==> src/mas_pkg.sv <==
// Shared types, constants and calibration tables of the meter autorange scaler.
package mas_pkg;

  localparam int unsigned DEF_ADC_BITS  = 16;
  localparam int unsigned DEF_FRAC_BITS = 16;

  localparam int unsigned CODE_W    = 16;
  localparam int unsigned THR_W     = 30;
  localparam int unsigned CFG_IDX_W = 3;
  localparam int unsigned READ_W    = 32;
  localparam int unsigned CAL_MUL_W = 21;
  localparam int unsigned CAL_DIV_W = 15;

  // Configuration register indexes
  localparam logic [CFG_IDX_W-1:0] REG_MODE    = 3'd0;
  localparam logic [CFG_IDX_W-1:0] REG_VOLT_LO = 3'd1;
  localparam logic [CFG_IDX_W-1:0] REG_VOLT_HI = 3'd2;
  localparam logic [CFG_IDX_W-1:0] REG_CURR    = 3'd3;
  localparam logic [CFG_IDX_W-1:0] REG_CONT    = 3'd4;

  typedef enum logic [1:0] {
    MODE_VOLT = 2'd0,
    MODE_AMP  = 2'd1,
    MODE_OHM  = 2'd2,
    MODE_CONT = 2'd3
  } mode_e;

  // Range codes
  localparam logic [1:0] RANGE_NONE = 2'd0;
  localparam logic [1:0] RANGE_1    = 2'd1;
  localparam logic [1:0] RANGE_2    = 2'd2;
  localparam logic [1:0] RANGE_3    = 2'd3;

  // Front-end control bytes
  localparam logic [7:0] FE_1V    = 8'b1100_0010;
  localparam logic [7:0] FE_5V    = 8'b1100_0100;
  localparam logic [7:0] FE_15V   = 8'b1100_0000;
  localparam logic [7:0] FE_10MA  = 8'b1101_0001;
  localparam logic [7:0] FE_200MA = 8'b1101_0110;

  typedef enum logic [2:0] {
    CAL_V1,
    CAL_V5,
    CAL_V15,
    CAL_A10,
    CAL_A200,
    CAL_OHM,
    CAL_CONT
  } cal_e;

  // Calibration as floor((OFF - MUL*v) / DIV); slope, scale and the doubling
  // of round-to-nearest are folded into MUL and OFF.
  function automatic logic [CAL_MUL_W-1:0] cal_mul(cal_e c);
    logic [CAL_MUL_W-1:0] m;
    case (c)
      CAL_V1:   m = 21'd1448;
      CAL_V5:   m = 21'd7312;
      CAL_V15:  m = 21'd193362;
      CAL_A10:  m = 21'd13900;
      CAL_A200: m = 21'd635400;
      CAL_OHM:  m = 21'd1492146;
      default:  m = 21'd135284;
    endcase
    return m;
  endfunction

  function automatic logic [CAL_DIV_W-1:0] cal_div(cal_e c);
    logic [CAL_DIV_W-1:0] d;
    case (c)
      CAL_V1:   d = 15'd2000;
      CAL_V5:   d = 15'd2000;
      CAL_V15:  d = 15'd20000;
      CAL_A10:  d = 15'd1964;
      CAL_A200: d = 15'd4908;
      CAL_OHM:  d = 15'd2000;
      default:  d = 15'd20000;
    endcase
    return d;
  endfunction

  function automatic logic [63:0] cal_off(cal_e c, int unsigned frac);
    logic [63:0] b;
    case (c)
      CAL_V1:   b = 64'd2382;
      CAL_V5:   b = 64'd12064;
      CAL_V15:  b = 64'd318260;
      CAL_A10:  b = 64'd23100;
      CAL_A200: b = 64'd1048200;
      CAL_OHM:  b = 64'd2454930;
      default:  b = 64'd197572;
    endcase
    return (b << frac) + (64'(cal_div(c)) >> 1);
  endfunction

  typedef struct packed {
    logic start_vdiv;
    logic load_v;
    logic load_prod;
    logic load_dvd;
    logic start_cdiv;
    logic load_val;
    logic commit;
  } mas_cmd_t;

  typedef struct packed {
    logic div_done;
  } mas_stat_t;

  typedef struct packed {
    logic [CODE_W-1:0] adc_code;
  } mas_in_t;

  typedef struct packed {
    logic signed [READ_W-1:0] reading;
    logic [1:0]               range_code;
    logic [7:0]               frontend_word;
    logic                     frontend_load;
    logic                     buzzer_on;
  } mas_out_t;

endpackage

==> src/mas_ctrl.sv <==
// Controller: sequences one sample through the datapath and owns the output valid.
module mas_ctrl import mas_pkg::*; (
  input  logic      clk_i,
  input  logic      rst_ni,
  input  logic      in_valid_i,
  output logic      in_ready_o,
  output logic      out_valid_o,
  input  logic      out_ready_i,
  output mas_cmd_t  cmd_o,
  input  mas_stat_t stat_i
);

  typedef enum logic [2:0] {
    S_IDLE,
    S_VDIV,
    S_MUL,
    S_PREP,
    S_CSTART,
    S_CDIV,
    S_OUT
  } state_e;

  state_e state_q, state_d;
  logic   out_valid_q, out_valid_d;
  logic   out_free;

  assign out_free = ~out_valid_q | out_ready_i;

  always_comb begin
    state_d = state_q;
    cmd_o   = '0;
    case (state_q)
      S_IDLE: begin
        if (in_valid_i) begin
          cmd_o.start_vdiv = 1'b1;
          state_d          = S_VDIV;
        end
      end
      S_VDIV: begin
        if (stat_i.div_done) begin
          cmd_o.load_v = 1'b1;
          state_d      = S_MUL;
        end
      end
      S_MUL: begin
        cmd_o.load_prod = 1'b1;
        state_d         = S_PREP;
      end
      S_PREP: begin
        cmd_o.load_dvd = 1'b1;
        state_d        = S_CSTART;
      end
      S_CSTART: begin
        cmd_o.start_cdiv = 1'b1;
        state_d          = S_CDIV;
      end
      S_CDIV: begin
        if (stat_i.div_done) begin
          cmd_o.load_val = 1'b1;
          state_d        = S_OUT;
        end
      end
      S_OUT: begin
        // hold until the output register can take the result
        if (out_free) begin
          cmd_o.commit = 1'b1;
          state_d      = S_IDLE;
        end
      end
      default: begin
        state_d = S_IDLE;
      end
    endcase

    out_valid_d = out_valid_q;
    if (cmd_o.commit) begin
      out_valid_d = 1'b1;
    end else if (out_ready_i) begin
      out_valid_d = 1'b0;
    end
  end

  always_ff @(posedge clk_i or negedge rst_ni) begin
    if (!rst_ni) begin
      state_q     <= S_IDLE;
      out_valid_q <= 1'b0;
    end else begin
      state_q     <= state_d;
      out_valid_q <= out_valid_d;
    end
  end

  assign in_ready_o  = (state_q == S_IDLE);
  assign out_valid_o = out_valid_q;

endmodule

==> config.mk <==
export PLATFORM = sky130hd
export DESIGN_NAME = mas_ctrl
export DESIGN_NICKNAME = d
export VERILOG_FILES = /design/src/mas_pkg.sv /design/src/mas_ctrl.sv
export SDC_FILE = /design/constraint.sdc
export NUM_CORES = 1
export LEC_CHECK = 0
export ABC_CLOCK_PERIOD_IN_PS = 850
export BUFFER_PORTS_ARGS = -buffer_cell sky130_fd_sc_hd__buf_4
export CAP_MARGIN = 20
export CORE_AREA = 2 2 39 41
export DETAILED_ROUTE_END_ITERATION = 8
export DIE_AREA = 0 0 41 43
export PLACE_DENSITY = 0.43
export SLEW_MARGIN = 25
export SYNTH_ARGS = -nofsm -noshare
export SYNTH_HDL_FRONTEND = slang
export SYNTH_SLANG_ARGS = --single-unit
==> constraint.sdc <==
create_clock -name clk_i -period 0.85 [get_ports clk_i]
set_input_delay 0 -clock clk_i [delete_from_list [all_inputs] [get_ports clk_i]]
set_output_delay 0 -clock clk_i [all_outputs]
set_load 0.02 [all_outputs]
## Yosys cells after proc, flatten, opt, wreduce, memory -nomap -nowiden

Cells that the tools add are included.

| word-level totals | value |
|---|---|
| bits in writable memories | 0 |
| bits of input ports | 5 |
| output and inout bits | 9 |
| memories kept | 0 |
| bits in latches | 0 |
| register bits after elaboration | 4 |
| bits in read-only memories | 0 |
| word-level logic and storage cells | 34 |

| cells by class | value |
|---|---|
| divide/modulo/power cells | 0 |
| $lt $le $gt $ge | 0 |
| equal/unequal tests | 10 |
| reductions and logical operators | 3 |
| shift operators | 0 |
| multiplexer cells | 17 |
| multiply operators | 0 |
| bitwise logic cells | 2 |
| add/sub/neg operators | 0 |

Operators with widths:

| cell | count |
|---|---|
| 3-bit case mux with 7 select lines | 1 |
| 1-bit 2-to-1 mux | 12 |
| 3-bit 2-to-1 mux | 4 |
| 3-bit equality test, second input constant | 3 |
| 2-bit inequality test, second input constant | 4 |
| 3-bit by 2-bit equality test with 1-bit output, second input constant | 2 |
| 4-bit AND reduction | 1 |
| 3-bit by 1-bit equality test with 1-bit output, second input constant | 1 |
| 3-bit zero test | 1 |
| 2-bit nonzero test | 1 |
| 1-bit NOT | 1 |
| 1-bit OR | 1 |

## Longest topological paths before layout

| depth | value |
|---|---|
| word-level depth | 5 |
| gate-level depth with buffers | 3 |
| mapped depth without buffers | 3 |

## Worst setup path before layout

OpenSTA, ideal clock, no wires.

| path | value |
|---|---|
| kind | register to output |
| start point | register state_q[0] |
| end point | output cmd_o[6] in the netlist's numbering |
| path slack | -0.334 ns |
| stages on the path, launching flop included | 3 |
| required time | 0.850 ns |
| data arrival time | 1.184 ns |
| cell sequence | dfrtp_1 -> nor3_2 -> and2_1 |

RTL lines:

| what | RTL line | text |
|---|---|---|
| start, declared | mas_ctrl.sv:23 | `state_e state_q, state_d;` |
| start signal, assigned | mas_ctrl.sv:88 | `state_q <= state_d;` |
| end, declared | mas_ctrl.sv:9 | `output mas_cmd_t cmd_o,` |

==> metrics.txt <==
# TYPE chip_impl_metric gauge
chip_impl_metric{name="post_drt_wl_per_cell",unit="um"} 10.59
chip_impl_metric{name="synth_adder_area_share",unit="%"} 0
chip_impl_metric{name="finalHoldViolations",unit=""} 0
chip_impl_metric{name="htree_levels",unit=""} 1
chip_impl_info{name="path_cells",value="nor2b_2 > and3b_2 > buf_6"} 1
chip_impl_metric{name="slew-limit-headroom",unit="%"} 85.82
chip_impl_metric{name="io_pins",unit=""} 14
chip_impl_info{name="synth_largest_area_cell",value="sky130_fd_sc_hd__dfrtp_1"} 1
chip_impl_metric{name="drv_slew",unit=""} 0
chip_impl_metric{name="placement.setup.worst_slack",unit="ns"} -0.1694
chip_impl_metric{name="initial_utilization",unit="%"} 18.35
chip_impl_metric{name="first_global_vias",unit=""} 331
chip_impl_metric{name="layout.filler_cells",unit=""} 142
chip_impl_metric{name="synthesis.instances",unit=""} 26
chip_impl_metric{name="synth_xor_area_share",unit="%"} 0
chip_impl_metric{name="tritoncts.num_buffers",unit=""} 3
chip_impl_metric{name="clock_tree.buffer_depth",unit=""} 2
chip_impl_metric{name="die_height",unit="um"} 43
chip_impl_metric{name="fin_crit_sh",unit="%"} 139.2
chip_impl_metric{name="fmax",unit="MHz"} 845.5
chip_impl_metric{name="area_delta_synth_final",unit="%"} 121.7
chip_impl_info{name="violations",value="setup timing"} 1
chip_impl_metric{name="antenna-diode-count",unit=""} 0
chip_impl_metric{name="irDropWorstVdd",unit="uV"} 1487
chip_impl_metric{name="finalWorstSetupSlack",unit="ns"} -0.3328
chip_impl_metric{name="synth_compound_gate_area_share",unit="%"} 17.24
chip_impl_metric{name="cts.sink_count",unit=""} 4
chip_impl_metric{name="worst-slew-pin-transition",unit="ns"} 0.2127
chip_impl_metric{name="final-instance-count-excl-fill",unit=""} 69
chip_impl_metric{name="path_clk_slew",unit="ns"} 0.04
chip_impl_info{name="cts_tree",value="built"} 1
chip_impl_metric{name="initialDrtViolationCount",unit=""} 0
chip_impl_metric{name="synth-seq-area-share",unit="%"} 39.41
chip_impl_metric{name="synth_async_sr_flop_share",unit="%"} 100.0
chip_impl_metric{name="grt_pass1_wl",unit="um"} 1311
chip_impl_metric{name="core",unit="sq um"} 1384
chip_impl_info{name="setup_cp_type",value="reg2out"} 1
chip_impl_metric{name="synth_edf_count",unit=""} 0
chip_impl_info{name="cpMaxStageDelayCell",value="sky130_fd_sc_hd__dfrtp_2"} 1
chip_impl_metric{name="drt_wl_total",unit="um"} 731
chip_impl_metric{name="route.detailed.vias_per_inst",unit=""} 4.275
chip_impl_info{name="synth_top_cells_by_area",value="sky130_fd_sc_hd__dfrtp_1, sky130_fd_sc_hd__a221oi_2, sky130_fd_sc_hd__and3_1"} 1
chip_impl_info{name="element_type_at_the_critical_path_start",value="register"} 1
chip_impl_metric{name="global_route.usage.total",unit="%"} 11.48
chip_impl_metric{name="first_pass_iters",unit=""} 1
chip_impl_metric{name="final_period_minus_worst_setup_slack",unit="ns"} 1.183
chip_impl_metric{name="power.leakage",unit="nW"} 0.2801
chip_impl_metric{name="place_hpwl",unit="um"} 490.2
chip_impl_metric{name="detail-route-antenna-nets",unit=""} 0
chip_impl_metric{name="grt_start_max_net_pins",unit=""} 9
chip_impl_metric{name="finalSetupViolations",unit=""} 12
chip_impl_metric{name="layout-drive-gt1-share",unit="%"} 81.13
chip_impl_info{name="grt_setup_unrepaired",value="true"} 1
chip_impl_metric{name="port_buffers",unit=""} 13
chip_impl_metric{name="synth_largest_type_area_fraction",unit="%"} 39.41
chip_impl_metric{name="yosysUniqueCellTypes",unit=""} 19
chip_impl_metric{name="max-cap-violations",unit=""} 0
chip_impl_metric{name="path_max_fanout",unit=""} 8
chip_impl_info{name="synth_commonest_cells",value="sky130_fd_sc_hd__dfrtp_1, sky130_fd_sc_hd__nand2_1, sky130_fd_sc_hd__and3_1, sky130_fd_sc_hd__nor2b_1"} 1
chip_impl_metric{name="vias",unit=""} 295
chip_impl_info{name="main_combinational_cell_family_by_area_after_synthesis",value="simple AND/OR/NAND/NOR gates"} 1
chip_impl_info{name="cts_root_buffer",value="sky130_fd_sc_hd__clkbuf_4"} 1
chip_impl_metric{name="yosys.area_share.simple",unit="%"} 36.95
chip_impl_metric{name="p_per_area",unit="nW/um^2"} 3601
chip_impl_metric{name="chipWidth",unit="um"} 41
chip_impl_metric{name="drc",unit=""} 0
chip_impl_info{name="min-delay-path-class",value="in2reg"} 1
chip_impl_info{name="critPathCaptureType",value="output port"} 1
chip_impl_metric{name="post_synthesis_net_count",unit=""} 31
chip_impl_metric{name="syn_area",unit="sq um"} 254.0
chip_impl_metric{name="gpl.final_weighted_congestion",unit=""} 0.7141
chip_impl_metric{name="antenna_found_initial",unit=""} 0
chip_impl_metric{name="ys_ff_latch",unit=""} 4
chip_impl_info{name="run_status",value="finished with violations"} 1
chip_impl_metric{name="critical-path-max-stage-delay",unit="ns"} 0.46
chip_impl_metric{name="clock_latency",unit="ns"} 0.24
chip_impl_info{name="synthMostInstantiatedCell",value="sky130_fd_sc_hd__dfrtp_1"} 1
chip_impl_metric{name="finClkSkew",unit="ns"} 0.008281
chip_impl_metric{name="share_of_synthesized_area_spent_on_multiplexers",unit="%"} 0
chip_impl_metric{name="fp-row-count",unit=""} 14
chip_impl_info{name="dominantRegCellSynth",value="sky130_fd_sc_hd__dfrtp_1"} 1
chip_impl_metric{name="synth.avg_cell_area",unit="sq um"} 9.769
chip_impl_metric{name="layout.nets",unit=""} 59
chip_impl_metric{name="arrival",unit="ns"} 1.18
chip_impl_metric{name="required",unit="ns"} 0.85
chip_impl_metric{name="grt_ovf",unit=""} 0
chip_impl_metric{name="dpl.cell_count",unit=""} 57
chip_impl_metric{name="die_area",unit="sq um"} 1763
chip_impl_metric{name="synth-warning-count",unit=""} 0
final cells by class:
type	count	area, sq um	area share, %
flip-flops and latches	4	105.1	18.67
inverters	1	3.754	0.6667
multi-input cells	19	176.4	31.33
repair buffers	25	231.5	41.11
well taps	16	20.02	3.556
clock buffers	4	26.28	4.667
worst max-delay path, delay by kind of cell (launching register included):
| family | cells | cell delay, ns |
|---|---|---|
| buffers and inverters | 1 | 0.11 |
| and+or+nand+nor | 2 | 0.37 |
| DFF | 1 | 0.46 |
kinds of logic after synthesis:
group           Yosys count
compound gates            5
buf+inv                   3
flops                     4
simple gates             14
power breakdown:
part / internal, mW / switching [mW]
Combinational: 0.802 / 0.490
Clock: 0.176 / 0.0832
Sequential: 0.286 / 0.190
Total: 1.26 / 0.763
metal layers:
| layer | vias to the layer above | GRT usage (%) | wire length [um] |
|---|---|---|---|
| met5 | - | 0 | 0 |
| met1 | 140 | 12.34 | 294 |
| met3 | 0 | 5.236 | 49 |
| li1 | 143 | - | - |
| met4 | 0 | 8.000 | 0 |
| met2 | 12 | 16.88 | 387 |
final timing paths:
path	from	endpoint	depth (start not counted)	slack (ns)
setup / recovery	state_q[1]	cmd_o[5]	3	-0.33
hold / removal	in_valid_i	state_q[0]	3	0.04
setup reg to reg	state_q[0]	state_q[0]	4	-0.25
hold reg to reg	out_valid_o	out_valid_o	2	0.55
max in group asynchronous	rst_ni	state_q[0]	2	0.64
min in group asynchronous	rst_ni	state_q[1]	2	0.09
sequential cells by signal, indices dropped and copies added (netlist names):
| name | count |
|---|---|
| state_q | 3 |
| out_valid_o | 1 |
layout by cell type, fill, tap and decap left out, drive strengths merged, types with 2 or more instances in the layout:
| master | instances |
|---|---|
| and3 | 2 |
| buf | 24 |
| nand2 | 3 |
| nor2b | 3 |
| dfrtp | 4 |
| clkbuf | 4 |
| and3b | 2 |
stage by stage:
step | TNS, ns | power (mW) | instance area, sq um | hold slack, ns | util [%]
after CTS | -3.330 | 1.996 | 545.5 | 0.02854 | 39.42
after detailed placement | -1.117 | 1.365 | 416.7 | -0.2018 | 30.11
after global routing | -3.916 | 2.194 | 563.0 | 0.04023 | 40.69
after floorplan | -0.7411 | 1.007 | 291.5 | -0.2956 | -
after global placement | -0.9736 | 1.353 | 416.7 | -0.2004 | 30.11
final | -3.198 | 2.027 | 563.0 | 0.03713 | 40.69
what timing repair did:
| action | 4_1_cts | 5_1_grt |
|---|---|---|
| buffers inserted | 7 | 0 |
| endpoints found under the setup margin | 12 | 12 |
| hold buffers | 1 | 0 |
| hold endpoints to repair | 4 | 0 |
| gates resized for setup | 11 | 4 |
| pin swaps | 5 | 2 |
Power figures use the tool's default switching activity.
