===== config.mk =====
export PLATFORM = sky130hd
export DESIGN_NAME = mas_datapath
export DESIGN_NICKNAME = d
export VERILOG_FILES = /design/src/mas_pkg.sv /design/src/mas_div.sv /design/src/mas_datapath.sv
export SDC_FILE = /design/constraint.sdc
export NUM_CORES = 2
export LEC_CHECK = 0
export BUFFER_PORTS_ARGS = -buffer_cell sky130_fd_sc_hd__buf_2
export CORE_MARGIN = 1
export CORE_UTILIZATION = 40
export DETAILED_ROUTE_END_ITERATION = 10
export HOLD_SLACK_MARGIN = 0.12
export PLACE_DENSITY = 0.58
export SYNTH_ARGS = -nofsm -noshare
export SYNTH_HDL_FRONTEND = slang
export SYNTH_HIERARCHICAL = 1
export SYNTH_SLANG_ARGS = --single-unit

===== constraint.sdc =====
create_clock -name clk_i -period 25.4 [get_ports clk_i]
set_input_delay 3.81 -clock clk_i [delete_from_list [all_inputs] [get_ports clk_i]]
set_output_delay 3.81 -clock clk_i [all_outputs]
set_load 0.01 [all_outputs]

===== src/mas_pkg.sv =====
// Shared types, constants and calibration tables of the meter autorange scaler.
package mas_pkg;

  localparam int unsigned DEF_ADC_BITS  = 16;
  localparam int unsigned DEF_FRAC_BITS = 16;

  localparam int unsigned CODE_W    = 16;
  localparam int unsigned THR_W     = 30;
  localparam int unsigned CFG_IDX_W = 3;
  localparam int unsigned READ_W    = 32;
  localparam int unsigned CAL_MUL_W = 21;
  localparam int unsigned CAL_DIV_W = 15;

  // Configuration register indexes
  localparam logic [CFG_IDX_W-1:0] REG_MODE    = 3'd0;
  localparam logic [CFG_IDX_W-1:0] REG_VOLT_LO = 3'd1;
  localparam logic [CFG_IDX_W-1:0] REG_VOLT_HI = 3'd2;
  localparam logic [CFG_IDX_W-1:0] REG_CURR    = 3'd3;
  localparam logic [CFG_IDX_W-1:0] REG_CONT    = 3'd4;

  typedef enum logic [1:0] {
    MODE_VOLT = 2'd0,
    MODE_AMP  = 2'd1,
    MODE_OHM  = 2'd2,
    MODE_CONT = 2'd3
  } mode_e;

  // Range codes
  localparam logic [1:0] RANGE_NONE = 2'd0;
  localparam logic [1:0] RANGE_1    = 2'd1;
  localparam logic [1:0] RANGE_2    = 2'd2;
  localparam logic [1:0] RANGE_3    = 2'd3;

  // Front-end control bytes
  localparam logic [7:0] FE_1V    = 8'b1100_0010;
  localparam logic [7:0] FE_5V    = 8'b1100_0100;
  localparam logic [7:0] FE_15V   = 8'b1100_0000;
  localparam logic [7:0] FE_10MA  = 8'b1101_0001;
  localparam logic [7:0] FE_200MA = 8'b1101_0110;

  typedef enum logic [2:0] {
    CAL_V1,
    CAL_V5,
    CAL_V15,
    CAL_A10,
    CAL_A200,
    CAL_OHM,
    CAL_CONT
  } cal_e;

  // Calibration as floor((OFF - MUL*v) / DIV); slope, scale and the doubling
  // of round-to-nearest are folded into MUL and OFF.
  function automatic logic [CAL_MUL_W-1:0] cal_mul(cal_e c);
    logic [CAL_MUL_W-1:0] m;
    case (c)
      CAL_V1:   m = 21'd1448;
      CAL_V5:   m = 21'd7312;
      CAL_V15:  m = 21'd193362;
      CAL_A10:  m = 21'd13900;
      CAL_A200: m = 21'd635400;
      CAL_OHM:  m = 21'd1492146;
      default:  m = 21'd135284;
    endcase
    return m;
  endfunction

  function automatic logic [CAL_DIV_W-1:0] cal_div(cal_e c);
    logic [CAL_DIV_W-1:0] d;
    case (c)
      CAL_V1:   d = 15'd2000;
      CAL_V5:   d = 15'd2000;
      CAL_V15:  d = 15'd20000;
      CAL_A10:  d = 15'd1964;
      CAL_A200: d = 15'd4908;
      CAL_OHM:  d = 15'd2000;
      default:  d = 15'd20000;
    endcase
    return d;
  endfunction

  function automatic logic [63:0] cal_off(cal_e c, int unsigned frac);
    logic [63:0] b;
    case (c)
      CAL_V1:   b = 64'd2382;
      CAL_V5:   b = 64'd12064;
      CAL_V15:  b = 64'd318260;
      CAL_A10:  b = 64'd23100;
      CAL_A200: b = 64'd1048200;
      CAL_OHM:  b = 64'd2454930;
      default:  b = 64'd197572;
    endcase
    return (b << frac) + (64'(cal_div(c)) >> 1);
  endfunction

  typedef struct packed {
    logic start_vdiv;
    logic load_v;
    logic load_prod;
    logic load_dvd;
    logic start_cdiv;
    logic load_val;
    logic commit;
  } mas_cmd_t;

  typedef struct packed {
    logic div_done;
  } mas_stat_t;

  typedef struct packed {
    logic [CODE_W-1:0] adc_code;
  } mas_in_t;

  typedef struct packed {
    logic signed [READ_W-1:0] reading;
    logic [1:0]               range_code;
    logic [7:0]               frontend_word;
    logic                     frontend_load;
    logic                     buzzer_on;
  } mas_out_t;

endpackage


===== src/mas_div.sv =====
// Constant divider by reciprocal multiplication, one 16-bit reciprocal digit per cycle.
module mas_div #(
  parameter int unsigned NW = 40,
  parameter int unsigned MW = 51,
  parameter int unsigned KS = 61,
  parameter int unsigned QW = 29
) (
  input  logic          clk_i,
  input  logic          rst_ni,
  input  logic          start_i,
  input  logic [NW-1:0] dividend_i,
  input  logic [MW-1:0] recip_i,
  output logic          done_o,
  output logic [QW-1:0] quotient_o
);

  localparam int unsigned DGW = 16;
  localparam int unsigned ND  = (MW + DGW - 1) / DGW;
  localparam int unsigned RW  = ND * DGW;
  localparam int unsigned AW  = NW + RW;
  localparam int unsigned PW  = NW + DGW;
  localparam int unsigned CW  = $clog2(ND + 1);

  logic [NW-1:0] dvd_q, dvd_d;
  logic [RW-1:0] rcp_q, rcp_d;
  logic [AW-1:0] acc_q, acc_d;
  logic [CW-1:0] cnt_q, cnt_d;
  logic          done_q, done_d;
  logic [PW-1:0] part;

  // quotient = (dividend * reciprocal) >> KS; reciprocal digits taken high first
  always_comb begin
    part = PW'(dvd_q) * PW'(rcp_q[RW-1 -: DGW]);

    dvd_d  = dvd_q;
    rcp_d  = rcp_q;
    acc_d  = acc_q;
    cnt_d  = cnt_q;
    done_d = 1'b0;
    if (start_i) begin
      dvd_d = dividend_i;
      rcp_d = RW'(recip_i);
      acc_d = '0;
      cnt_d = CW'(ND);
    end else if (cnt_q != '0) begin
      acc_d  = (acc_q << DGW) + AW'(part);
      rcp_d  = rcp_q << DGW;
      cnt_d  = cnt_q - CW'(1);
      done_d = (cnt_q == CW'(1));
    end
  end

  always_ff @(posedge clk_i or negedge rst_ni) begin
    if (!rst_ni) begin
      cnt_q  <= '0;
      done_q <= 1'b0;
    end else begin
      cnt_q  <= cnt_d;
      done_q <= done_d;
    end
  end

  always_ff @(posedge clk_i) begin
    dvd_q <= dvd_d;
    rcp_q <= rcp_d;
    acc_q <= acc_d;
  end

  assign done_o     = done_q;
  assign quotient_o = acc_q[KS +: QW];

endmodule


===== src/mas_datapath.sv =====
// Datapath: configuration, scaling, calibration, saturation, autorange state, result register.
module mas_datapath import mas_pkg::*; #(
  parameter int unsigned ADC_BITS  = DEF_ADC_BITS,
  parameter int unsigned FRAC_BITS = DEF_FRAC_BITS
) (
  input  logic                 clk_i,
  input  logic                 rst_ni,
  input  logic [CODE_W-1:0]    adc_code_i,
  input  logic                 cfg_we_i,
  input  logic [CFG_IDX_W-1:0] cfg_idx_i,
  input  logic [THR_W-1:0]     cfg_wdata_i,
  input  mas_cmd_t             cmd_i,
  output mas_stat_t            stat_o,
  output mas_out_t             result_o
);

  localparam int unsigned VW = FRAC_BITS + 2;
  localparam int unsigned QW = FRAC_BITS + 13;
  localparam int unsigned NW = (ADC_BITS + 7 > 24) ? FRAC_BITS + ADC_BITS + 7 : FRAC_BITS + 24;
  localparam int unsigned YW = (ADC_BITS + 5 > CAL_DIV_W) ? ADC_BITS + 5 : CAL_DIV_W;
  localparam int unsigned PW = VW + CAL_MUL_W;
  localparam int unsigned SW = (QW + 1 > READ_W) ? QW + 1 : READ_W + 1;
  // reciprocal scale: exact floor for any dividend below 2^NW and divisor below 2^YW
  localparam int unsigned KS = NW + YW;
  // every divisor is above 2^10, so each reciprocal fits in KS-10 bits
  localparam int unsigned MW = KS - 10;

  localparam logic [63:0]    ADC_MAX  = (64'd1 << ADC_BITS) - 64'd1;
  localparam logic [63:0]    ONE      = 64'd1 << FRAC_BITS;
  localparam logic [NW-1:0]  V_OFF    = NW'(64'd10 * ADC_MAX);
  localparam logic [YW-1:0]  V_DIV    = YW'(64'd20 * ADC_MAX);
  localparam logic [THR_W-1:0] VLO_RST  = THR_W'((64'd18 * ONE + 64'd10) / 64'd20);
  localparam logic [THR_W-1:0] VHI_RST  = THR_W'((64'd38 * ONE + 64'd4) / 64'd8);
  localparam logic [THR_W-1:0] CURR_RST = THR_W'(64'd10 * ONE);
  localparam logic [THR_W-1:0] CONT_RST = THR_W'(64'd5 * ONE);
  localparam logic signed [SW-1:0] SAT_MAX = {{(SW - READ_W + 1){1'b0}}, {(READ_W - 1){1'b1}}};
  localparam logic signed [SW-1:0] SAT_MIN = {{(SW - READ_W + 1){1'b1}}, {(READ_W - 1){1'b0}}};

  // reciprocals ceil(2^KS / divisor) of the scaling and calibration divisors
  localparam logic [127:0]  K_POW    = 128'd1 << KS;
  localparam logic [MW-1:0] RCP_VOLT = MW'((K_POW + 128'(V_DIV) - 128'd1) / 128'(V_DIV));
  localparam logic [MW-1:0] RCP_V1   = MW'((K_POW + 128'(cal_div(CAL_V1)) - 128'd1)
                                           / 128'(cal_div(CAL_V1)));
  localparam logic [MW-1:0] RCP_V5   = MW'((K_POW + 128'(cal_div(CAL_V5)) - 128'd1)
                                           / 128'(cal_div(CAL_V5)));
  localparam logic [MW-1:0] RCP_V15  = MW'((K_POW + 128'(cal_div(CAL_V15)) - 128'd1)
                                           / 128'(cal_div(CAL_V15)));
  localparam logic [MW-1:0] RCP_A10  = MW'((K_POW + 128'(cal_div(CAL_A10)) - 128'd1)
                                           / 128'(cal_div(CAL_A10)));
  localparam logic [MW-1:0] RCP_A200 = MW'((K_POW + 128'(cal_div(CAL_A200)) - 128'd1)
                                           / 128'(cal_div(CAL_A200)));
  localparam logic [MW-1:0] RCP_OHM  = MW'((K_POW + 128'(cal_div(CAL_OHM)) - 128'd1)
                                           / 128'(cal_div(CAL_OHM)));
  localparam logic [MW-1:0] RCP_CONT = MW'((K_POW + 128'(cal_div(CAL_CONT)) - 128'd1)
                                           / 128'(cal_div(CAL_CONT)));

  // configuration and autorange state
  mode_e            mode_q;
  logic [THR_W-1:0] volt_lo_q, volt_hi_q, curr_thr_q, cont_thr_q;
  logic [1:0]       vsel_q, vsel_d;
  logic [1:0]       asel_q, asel_d;
  logic             buzz_q, buzz_d;

  // per-item working registers
  logic [VW-1:0]        v_q;
  cal_e                 cal_q, cal_d;
  logic [PW-1:0]        prod_q;
  logic [NW-1:0]        cdvd_q, cdvd_d;
  logic                 neg_q, neg_d;
  logic [CAL_DIV_W-1:0] cdiv_q;
  logic [MW-1:0]        rcp_q, rcp_sel;
  logic signed [READ_W-1:0] val_q, val_d;
  mas_out_t             res_q, res_d;

  logic [ADC_BITS-1:0]  code;
  logic [NW-1:0]        vdvd;
  logic [NW-1:0]        xs, mag;
  logic                 div_start, div_done;
  logic [NW-1:0]        div_dvd;
  logic [MW-1:0]        div_rcp;
  logic [QW-1:0]        quo;
  logic signed [SW-1:0] q_ext, s_val;
  logic signed [READ_W:0] val_x, lo_x, hi_x, curr_x, cont_x;

  // scaled sample: floor((2*code*33*R + D) / 2D), D = 10 * full scale
  assign code = ADC_BITS'(adc_code_i);
  assign vdvd = ((((NW'(code) << 6) + (NW'(code) << 1))) << FRAC_BITS) + V_OFF;

  assign div_start = cmd_i.start_vdiv | cmd_i.start_cdiv;
  assign div_dvd   = cmd_i.start_vdiv ? vdvd : cdvd_q;
  assign div_rcp   = cmd_i.start_vdiv ? RCP_VOLT : rcp_q;

  mas_div #(
    .NW (NW),
    .MW (MW),
    .KS (KS),
    .QW (QW)
  ) u_div (
    .clk_i      (clk_i),
    .rst_ni     (rst_ni),
    .start_i    (div_start),
    .dividend_i (div_dvd),
    .recip_i    (div_rcp),
    .done_o     (div_done),
    .quotient_o (quo)
  );

  assign stat_o.div_done = div_done;

  // calibration choice for the current mode and range
  always_comb begin
    case (mode_q)
      MODE_VOLT: cal_d = (vsel_q == RANGE_1) ? CAL_V1 : (vsel_q == RANGE_2) ? CAL_V5 : CAL_V15;
      MODE_AMP:  cal_d = (asel_q == RANGE_1) ? CAL_A10 : CAL_A200;
      MODE_OHM:  cal_d = CAL_OHM;
      default:   cal_d = CAL_CONT;
    endcase
  end

  always_comb begin
    case (cal_d)
      CAL_V1:   rcp_sel = RCP_V1;
      CAL_V5:   rcp_sel = RCP_V5;
      CAL_V15:  rcp_sel = RCP_V15;
      CAL_A10:  rcp_sel = RCP_A10;
      CAL_A200: rcp_sel = RCP_A200;
      CAL_OHM:  rcp_sel = RCP_OHM;
      default:  rcp_sel = RCP_CONT;
    endcase
  end

  // signed floor division turned into an unsigned one on the magnitude
  always_comb begin
    xs     = NW'(cal_off(cal_q, FRAC_BITS)) - NW'(prod_q);
    neg_d  = xs[NW-1];
    mag    = neg_d ? (~xs + NW'(1)) : xs;
    cdvd_d = neg_d ? mag + NW'(cdiv_q) - NW'(1) : mag;
  end

  always_comb begin
    q_ext = $signed(SW'(quo));
    s_val = neg_q ? -q_ext : q_ext;
    if (s_val > SAT_MAX) begin
      val_d = READ_W'(SAT_MAX);
    end else if (s_val < SAT_MIN) begin
      val_d = READ_W'(SAT_MIN);
    end else begin
      val_d = READ_W'(s_val);
    end
  end

  // autorange, buzzer and result word
  always_comb begin
    val_x  = {val_q[READ_W-1], val_q};
    lo_x   = $signed({3'b000, volt_lo_q});
    hi_x   = $signed({3'b000, volt_hi_q});
    curr_x = $signed({3'b000, curr_thr_q});
    cont_x = $signed({3'b000, cont_thr_q});
    vsel_d = vsel_q;
    asel_d = asel_q;
    buzz_d = buzz_q;
    res_d  = '0;
    res_d.reading = val_q;
    case (mode_q)
      MODE_VOLT: begin
        res_d.range_code = vsel_q;
        // checks run in order, so 1 V may step straight to 15 V
        if (vsel_d == RANGE_1 && val_x > lo_x) vsel_d = RANGE_2;
        if (vsel_d == RANGE_2 && val_x < lo_x) vsel_d = RANGE_1;
        if (vsel_d == RANGE_2 && val_x > hi_x) vsel_d = RANGE_3;
        if (vsel_d == RANGE_3 && val_x < hi_x) vsel_d = RANGE_2;
        res_d.frontend_word = (vsel_d == RANGE_1) ? FE_1V : (vsel_d == RANGE_2) ? FE_5V : FE_15V;
        res_d.frontend_load = 1'b1;
      end
      MODE_AMP: begin
        res_d.range_code = asel_q;
        if (asel_q == RANGE_1 && val_x > curr_x) begin
          asel_d = RANGE_2;
        end else if (asel_q == RANGE_2 && val_x < curr_x) begin
          asel_d = RANGE_1;
        end
        res_d.frontend_word = (asel_d == RANGE_1) ? FE_10MA : FE_200MA;
        res_d.frontend_load = 1'b1;
      end
      MODE_CONT: begin
        buzz_d = (val_x < cont_x);
      end
      default: begin
        res_d.range_code = RANGE_NONE;
      end
    endcase
    res_d.buzzer_on = buzz_d;
  end

  always_ff @(posedge clk_i or negedge rst_ni) begin
    if (!rst_ni) begin
      mode_q     <= MODE_VOLT;
      volt_lo_q  <= VLO_RST;
      volt_hi_q  <= VHI_RST;
      curr_thr_q <= CURR_RST;
      cont_thr_q <= CONT_RST;
      vsel_q     <= RANGE_3;
      asel_q     <= RANGE_2;
      buzz_q     <= 1'b0;
    end else begin
      if (cfg_we_i) begin
        case (cfg_idx_i)
          REG_MODE:    mode_q     <= mode_e'(cfg_wdata_i[1:0]);
          REG_VOLT_LO: volt_lo_q  <= cfg_wdata_i;
          REG_VOLT_HI: volt_hi_q  <= cfg_wdata_i;
          REG_CURR:    curr_thr_q <= cfg_wdata_i;
          REG_CONT:    cont_thr_q <= cfg_wdata_i;
          default:     ;
        endcase
      end
      if (cmd_i.commit) begin
        vsel_q <= vsel_d;
        asel_q <= asel_d;
        buzz_q <= buzz_d;
      end
    end
  end

  always_ff @(posedge clk_i) begin
    if (cmd_i.load_v) begin
      v_q    <= VW'(quo);
      cal_q  <= cal_d;
      cdiv_q <= cal_div(cal_d);
      rcp_q  <= rcp_sel;
    end
    if (cmd_i.load_prod) begin
      prod_q <= PW'(v_q) * PW'(cal_mul(cal_q));
    end
    if (cmd_i.load_dvd) begin
      cdvd_q <= cdvd_d;
      neg_q  <= neg_d;
    end
    if (cmd_i.load_val) begin
      val_q <= val_d;
    end
    if (cmd_i.commit) begin
      res_q <= res_d;
    end
  end

  assign result_o = res_q;

endmodule


# After elaboration in Yosys (flattened, before gate mapping)
# Cells that the tools add are included.
dict set report classes {
  addsub 10
  multipliers 2
  n_lt_le_gt_ge 9
  eq_ne 27
  muxes 39
  n_bitwise 2
  n_reduce_logical 21
}
# operator n
set op_table {}
lappend op_table {{2-to-1 mux 51 bit} 3}
lappend op_table {{case mux 51 bit (3 select lines)} 1}
lappend op_table {{case mux 22 bit (6 select lines)} 1}
lappend op_table {{< comparator 32 x 31 -> 1 bit} 4}
lappend op_table {{case mux 21 bit (6 select lines)} 1}
lappend op_table {{2-to-1 mux 40 bit} 3}
lappend op_table {{> comparator 32 x 31 -> 1 bit} 3}
lappend op_table {{adder 90 x 56 -> 90 bit} 1}
lappend op_table {{case mux 15 bit (3 select lines)} 2}
lappend op_table {{multiplier 40 x 16 -> 56 bit} 1}
lappend op_table {{adder 39 x 20 -> 40 bit, second input constant} 1}
lappend op_table {{adder 40 x 1 -> 40 bit, second input constant} 1}
lappend op_table {{adder 40 x 14 -> 40 bit} 1}
lappend op_table {{adder 40 x 15 -> 40 bit} 1}
lappend op_table {{inverter 40 bit} 1}
lappend op_table {{subtractor 40 x 1 -> 40 bit, second input constant} 1}
lappend op_table {{subtractor 40 x 39 -> 40 bit} 1}
lappend op_table {{multiplier 18 x 21 -> 39 bit} 1}
lappend op_table {{> comparator 33 x 32 -> 1 bit, second input constant} 1}
lappend op_table {{< comparator 33 x 32 -> 1 bit, second input constant} 1}
lappend op_table {{2-to-1 mux 33 bit} 1}
lappend op_table {{negator 29 -> 33 bit} 1}
lappend op_table {{2-to-1 mux 32 bit} 1}
lappend op_table {{2-to-1 mux 2 bit} 13}
lappend op_table {{other kinds (21)} 64}
dict set report totals {
  register_bits 568
  out_inout_bits 45
  word_cells 137
}

# Logic depth before layout (Yosys ltp)
dict set report logic_depth {
  depth_word 20
  mapped_depth 41
  depth_no_buf 35
}

# Modules after synthesis
# Netlist, hierarchy kept.
# mod n_inst cells_per_inst area_per_inst_um2 seq_area_each_um2
set by_module_without_submodules {}
lappend by_module_without_submodules {mas_datapath 1 3463 31999.4 8727.1}
lappend by_module_without_submodules {mas_div 1 3318 29747.3 4894.7}

# Worst setup path before layout
# Ideal clock, no wire load.
dict set report synth_path {
  path_type {register to register}
  startpoint {register cal_q[2]}
  endpoint {register cdvd_q[36] (data pin)}
  setup_ns 0.260
  t_arrival_ns 7.686
  slack_ns 17.454
  stages_incl_launch_ff 39
  path_buffers 6
  synth_period_minus_slack_ns 7.946
  cell_sequence {edfxtp_1 > clkbuf_1 > and2_1 > a21oi_1 > clkbuf_1 > ha_1 > nand2_1 > o21ai_1 > o2111ai_1 > a211o_1 > nand2_1 > or3_1 > and2_1 > inv_1 > clkbuf_1 > buf_1 > clkbuf_1 > nor2_1 > [3 not listed] > ha_1 > inv_1 > fa_1 > nor2b_1 > o21ai_0 > a21boi_0 > o21ai_0 > a21boi_0 > o21ai_0 > a31oi_1 > nor2_1 > nor4_1 > nand3b_1 > or2_2 > clkbuf_1 > nor2_1 > nand3_1 > xnor2_1}
}
dict set report synth_between {
  elab_chain_len 11
  elab_cells_between_ends 17
  cone_classes {5 x add/sub; 5 x eq/ne; 4 x mux; 1 x bitwise; 2 x reduce/logical}
}
# item line
set synth_lines {}
lappend synth_lines {{start, declared} mas_datapath.sv:66} ;# cal_e cal_q, cal_d;
lappend synth_lines {{start signal, assigned} mas_datapath.sv:227} ;# cal_q <= cal_d;
lappend synth_lines {{== test 3 bit, or another cell as far along} {mas_pkg.sv:69, mas_pkg.sv:83}}
lappend synth_lines {{OR reduction 3 bit (no source line)} --}
lappend synth_lines {{case mux 15 bit (3 select lines)} mas_pkg.sv:69} ;# case (c)
lappend synth_lines {{adder 40 x 14 -> 40 bit *} mas_pkg.sv:92} ;# return (b << frac) + (64'(cal_div(c)) >> 1);
lappend synth_lines {{subtractor 40 x 39 -> 40 bit *} mas_datapath.sv:134} ;# xs = NW'(cal_off(cal_q, FRAC_BITS)) - NW'(prod_q);
lappend synth_lines {{inverter 40 bit} mas_datapath.sv:136} ;# mag = neg_d ? (~xs + NW'(1)) : xs;
lappend synth_lines {{adder 40 x 1 -> 40 bit} mas_datapath.sv:136}
lappend synth_lines {{2-to-1 mux 40 bit} mas_datapath.sv:136}
lappend synth_lines {{adder 40 x 15 -> 40 bit} mas_datapath.sv:137} ;# cdvd_d = neg_d ? mag + NW'(cdiv_q) - NW'(1) : mag;
lappend synth_lines {{subtractor 40 x 1 -> 40 bit} mas_datapath.sv:137}
lappend synth_lines {{2-to-1 mux 40 bit *} mas_datapath.sv:137}
lappend synth_lines {{via cdvd_d[36]} mas_datapath.sv:68} ;# logic [NW-1:0] cdvd_q, cdvd_d;
lappend synth_lines {{end signal, assigned} mas_datapath.sv:235} ;# cdvd_q <= cdvd_d;
lappend synth_lines {{end, declared} mas_datapath.sv:68}
# The timed path passes the listed nets; every way through them passes the cells marked *.
# A chain may end at the register's enable or synchronous reset.

# Final worst setup path
dict set report layout_path {
  startpoint {register cal_q[1]}
  endpoint {register cdvd_q[36] (data pin)}
}
# The elaborated chain is that of the path after synthesis.

==> impl_metrics.py <==
metrics = {
    "floorplanning": {
        "coreArea_um2": 153000,
        "io_pins": 104,
        "start_util": 0.405,
        "rows": 143,
        "die_x_um": 395,
        "die_h_um": 395,
        "dieArea_um2": 156000,
    },
    "timing": {
        "rsz0062_at_grt": "false",
        "max_slew_margin": 0.180,
        "fmaxAchievable_ghz": 0.105,
        "whs_ps": 456,
        "drv_slew": 0,
        "finalCriticalPeriod_ps": 9500,
        "hold_violations": 0,
        "fin_tns_setup_ps": 0,
        "final.setup_skew_ps": 86.1,
        "setup_viol": 0,
        "worst_pin_slew_ps": 1230,
        "finalCritPeriodShare": 0.374,
    },
    "detailed_routing": {
        "antenna_left": 0,
        "first_pass_iters": 6,
        "drcViolationCount": 0,
        "wl_um": 168000,
        "viasPerCell": 5.25,
        "wl_per_cell_um": 19.2,
        "vias": 46100,
        "detail_route.iter0.violations": 2966,
    },
    "clock_tree": {
        "clkTransAtPathRegs_ps": 60,
        "cts_setup_buffers": 0,
        "cts_hold_buf": 0,
        "cts_num_sinks": 509,
        "cts_buffers": 61,
        "clockBufferDepth": 3,
        "cts_max_level": 2,
        "post_cts_resized": 0,
        "cts_tree": "yes",
        "clock_latency_ps": 700,
        "root_buffer": "clkbuf_16",
    },
    "worst_setup_path": {
        "crit_start": "cal_q[1]$_DFFE_PP_",
        "required_ps": 25770,
        "critPathMostFrequentCell": "inv_1",
        "reg2regPathDepth": 38,
        "worstPathArrival_ps": 9880,
        "r2r_start": "cal_q[1]$_DFFE_PP_",
        "max_stage_delay_ps": 510,
        "r2r_setup_slack_ps": 15900,
        "start_kind": "register",
        "cp_slowest_cell": "nor4_1",
        "worst_setup_path_end_kind": "register",
        "r2r_end": "cdvd_q[36]$_DFFE_PP_",
        "path_class": "register to register",
        "cp_max_fo": 48,
    },
    "job": {
        "cap_violations": 0,
    },
    "yosys": {
        "yosysSeqAreaShare": 0.221,
        "avgSynthCellArea_um2": 9.11,
        "ys.flop_type": "edfxtp_1",
        "synth_cell_types": 115,
        "syn_inst": 6781,
        "synth-async-reset-ratio": 0.257,
        "syn_area_um2": 61700,
        "synth-seq-cells": 509,
        "ys_warn_count": 6,
        "synth_edf_count": 275,
    },
    "global_route": {
        "grt.total_usage": 0.221,
        "grt.overflow.total": 0,
        "antenna_found_initial": 5,
        "grt_max_degree": 71,
        "grt_pass1_vias": 49000,
        "grt_pass1_wl_um": 273000,
    },
    "place": {
        "place_area_um2": 64000,
        "place_congestion": 0.945,
        "port_buffers": 101,
        "dp_hpwl_um": 132000,
    },
    "hold_path": {
        "whs_endpoint": "u_div/acc_q[7]$_SDFFE_PP0N_",
        "hold_depth": 2,
        "worst_hold_path_type": "register to register",
        "min-delay-start": "u_div/acc_q[7]$_SDFFE_PP0N_",
    },
    "layout": {
        "syn_to_final_growth_pct": 7.02,
        "drive_above_1_share": 0.0676,
        "final_area_um2": 66100,
        "finalNetCount": 8062,
    },
    "status": {
        "status": "complete, no violations",
    },
}
## critical path, delay by kind of cell (launching register included)
| family | cells | cell delay, ps |
|---|---|---|
| and+or+nand+nor | 13 | 3080 |
| DFF | 1 | 360 |
| adders and majority gates | 4 | 1090 |
| AOI/OAI and AO/OA | 12 | 2660 |
| xor gates and xnor gates | 1 | 150 |
| buffers and inverters | 8 | 1790 |
## through the flow
stage / instances / util / setup slack [ps]
6_report: 8776 / 0.433 / 15900
5_1_grt: 8775 / 0.433 / 15220
4_1_cts: 8775 / 0.433 / 16040
3_5_place_dp: 8661 / 0.419 / 16110
3_3_place_gp: 8661 / 0.419 / 16270
2_1_floorplan: 6788 / - / 17450
## placed cells by master (no fill, tap or decap), types with 21 or more instances in the layout
cell type,n
a211oi_1,29
a21o_1,75
a21oi_1,252
a31oi_1,35
and2_1,343
and3_1,49
buf_2,100
buf_4,57
clkbuf_16,64
dfrtp_1,112
dfxtp_1,100
edfxtp_1,275
fa_1,860
ha_1,449
inv_1,1338
mux2_2,77
nand2_1,989
nand2b_1,28
nand3_1,76
nand4_1,64
nor2_1,204
nor2b_1,44
nor3_1,51
nor4_1,28
o211ai_1,27
o21a_1,35
o21ai_0,258
o21ai_1,21
o21bai_1,38
o31ai_1,34
or2_2,46
xnor2_1,146
xor2_1,81
## cell type report
| cell class | instances | area (um^2) |
|---|---|---|
| Antenna cell | 1 | 2.50 |
| Clock buffer | 83 | 1690 |
| Clock inverter | 31 | 399 |
| Fill cell | 14900 | 86500 |
| Inverter | 1339 | 5030 |
| Multi-Input combinational cell | 4625 | 41900 |
| Sequential cell | 509 | 13600 |
| Tap cell | 2030 | 2540 |
| Timing Repair Buffer | 158 | 940 |
## flip-flops by register name, indices dropped and copies added (netlist names), 5 cells and up
| register | count |
|---|---|
| u_div/acc_q | 90 |
| u_div/rcp_q | 64 |
| cdvd_q | 40 |
| result_o | 40 |
| u_div/dvd_q | 40 |
| prod_q | 38 |
| val_q | 32 |
| cont_thr_q | 30 |
| curr_thr_q | 30 |
| volt_hi_q | 30 |
| volt_lo_q | 30 |
| v_q | 18 |
| cdiv_q | 8 |
| rcp_q | 5 |
## kinds of logic after synthesis
logic type | Yosys count | share of synthesized area
buf+inv | 1654 | 0.103
xor+xnor | 228 | 0.0325
compound gates | 972 | 0.102
flops | 509 | 0.221
mux | 83 | 0.0150
other cells | 2 | 0.000122
fa+ha+maj | 1309 | 0.370
simple gates | 2024 | 0.157
## per-layer routing
layer | global-route usage | vias to the layer above | routed length (um)
li1 | - | 21300 | -
met1 | 0.293 | 23400 | 73800
met2 | 0.381 | 1136 | 82400
met3 | 0.0236 | 282 | 7660
met4 | 0.0606 | 2 | 4580
met5 | 0 | - | 14
## synth_stat cells, drive strengths merged, types with 103 or more instances
master | count | area [um^2]
ha | 449 | 5620
nand2 | 990 | 3720
o21ai | 280 | 1410
dfrtp | 112 | 2800
xnor2 | 146 | 1280
and2 | 345 | 2160
nor2 | 207 | 796
dfxtp | 103 | 2060
inv | 1339 | 5030
edfxtp | 275 | 8260
a21oi | 257 | 1310
fa | 860 | 17200
clkbuf | 248 | 931
## worst max path at each step
| stage | slack, ps | endpoint |
|---|---|---|
| 6_report | 15900 | cdvd_q[36]$_DFFE_PP_ |
| 2_1_floorplan | 17450 | cdvd_q[36]$_DFFE_PP_ |
| 3_5_place_dp | 16110 | cdvd_q[36]$_DFFE_PP_ |
| 3_3_place_gp | 16270 | cdvd_q[36]$_DFFE_PP_ |
| 5_1_grt | 15220 | cdvd_q[37]$_DFFE_PP_ |
| 4_1_cts | 16040 | cdvd_q[36]$_DFFE_PP_ |
Power is not shown: default switching activity piles up to over one toggle a cycle in this logic, so the estimate is an artifact.
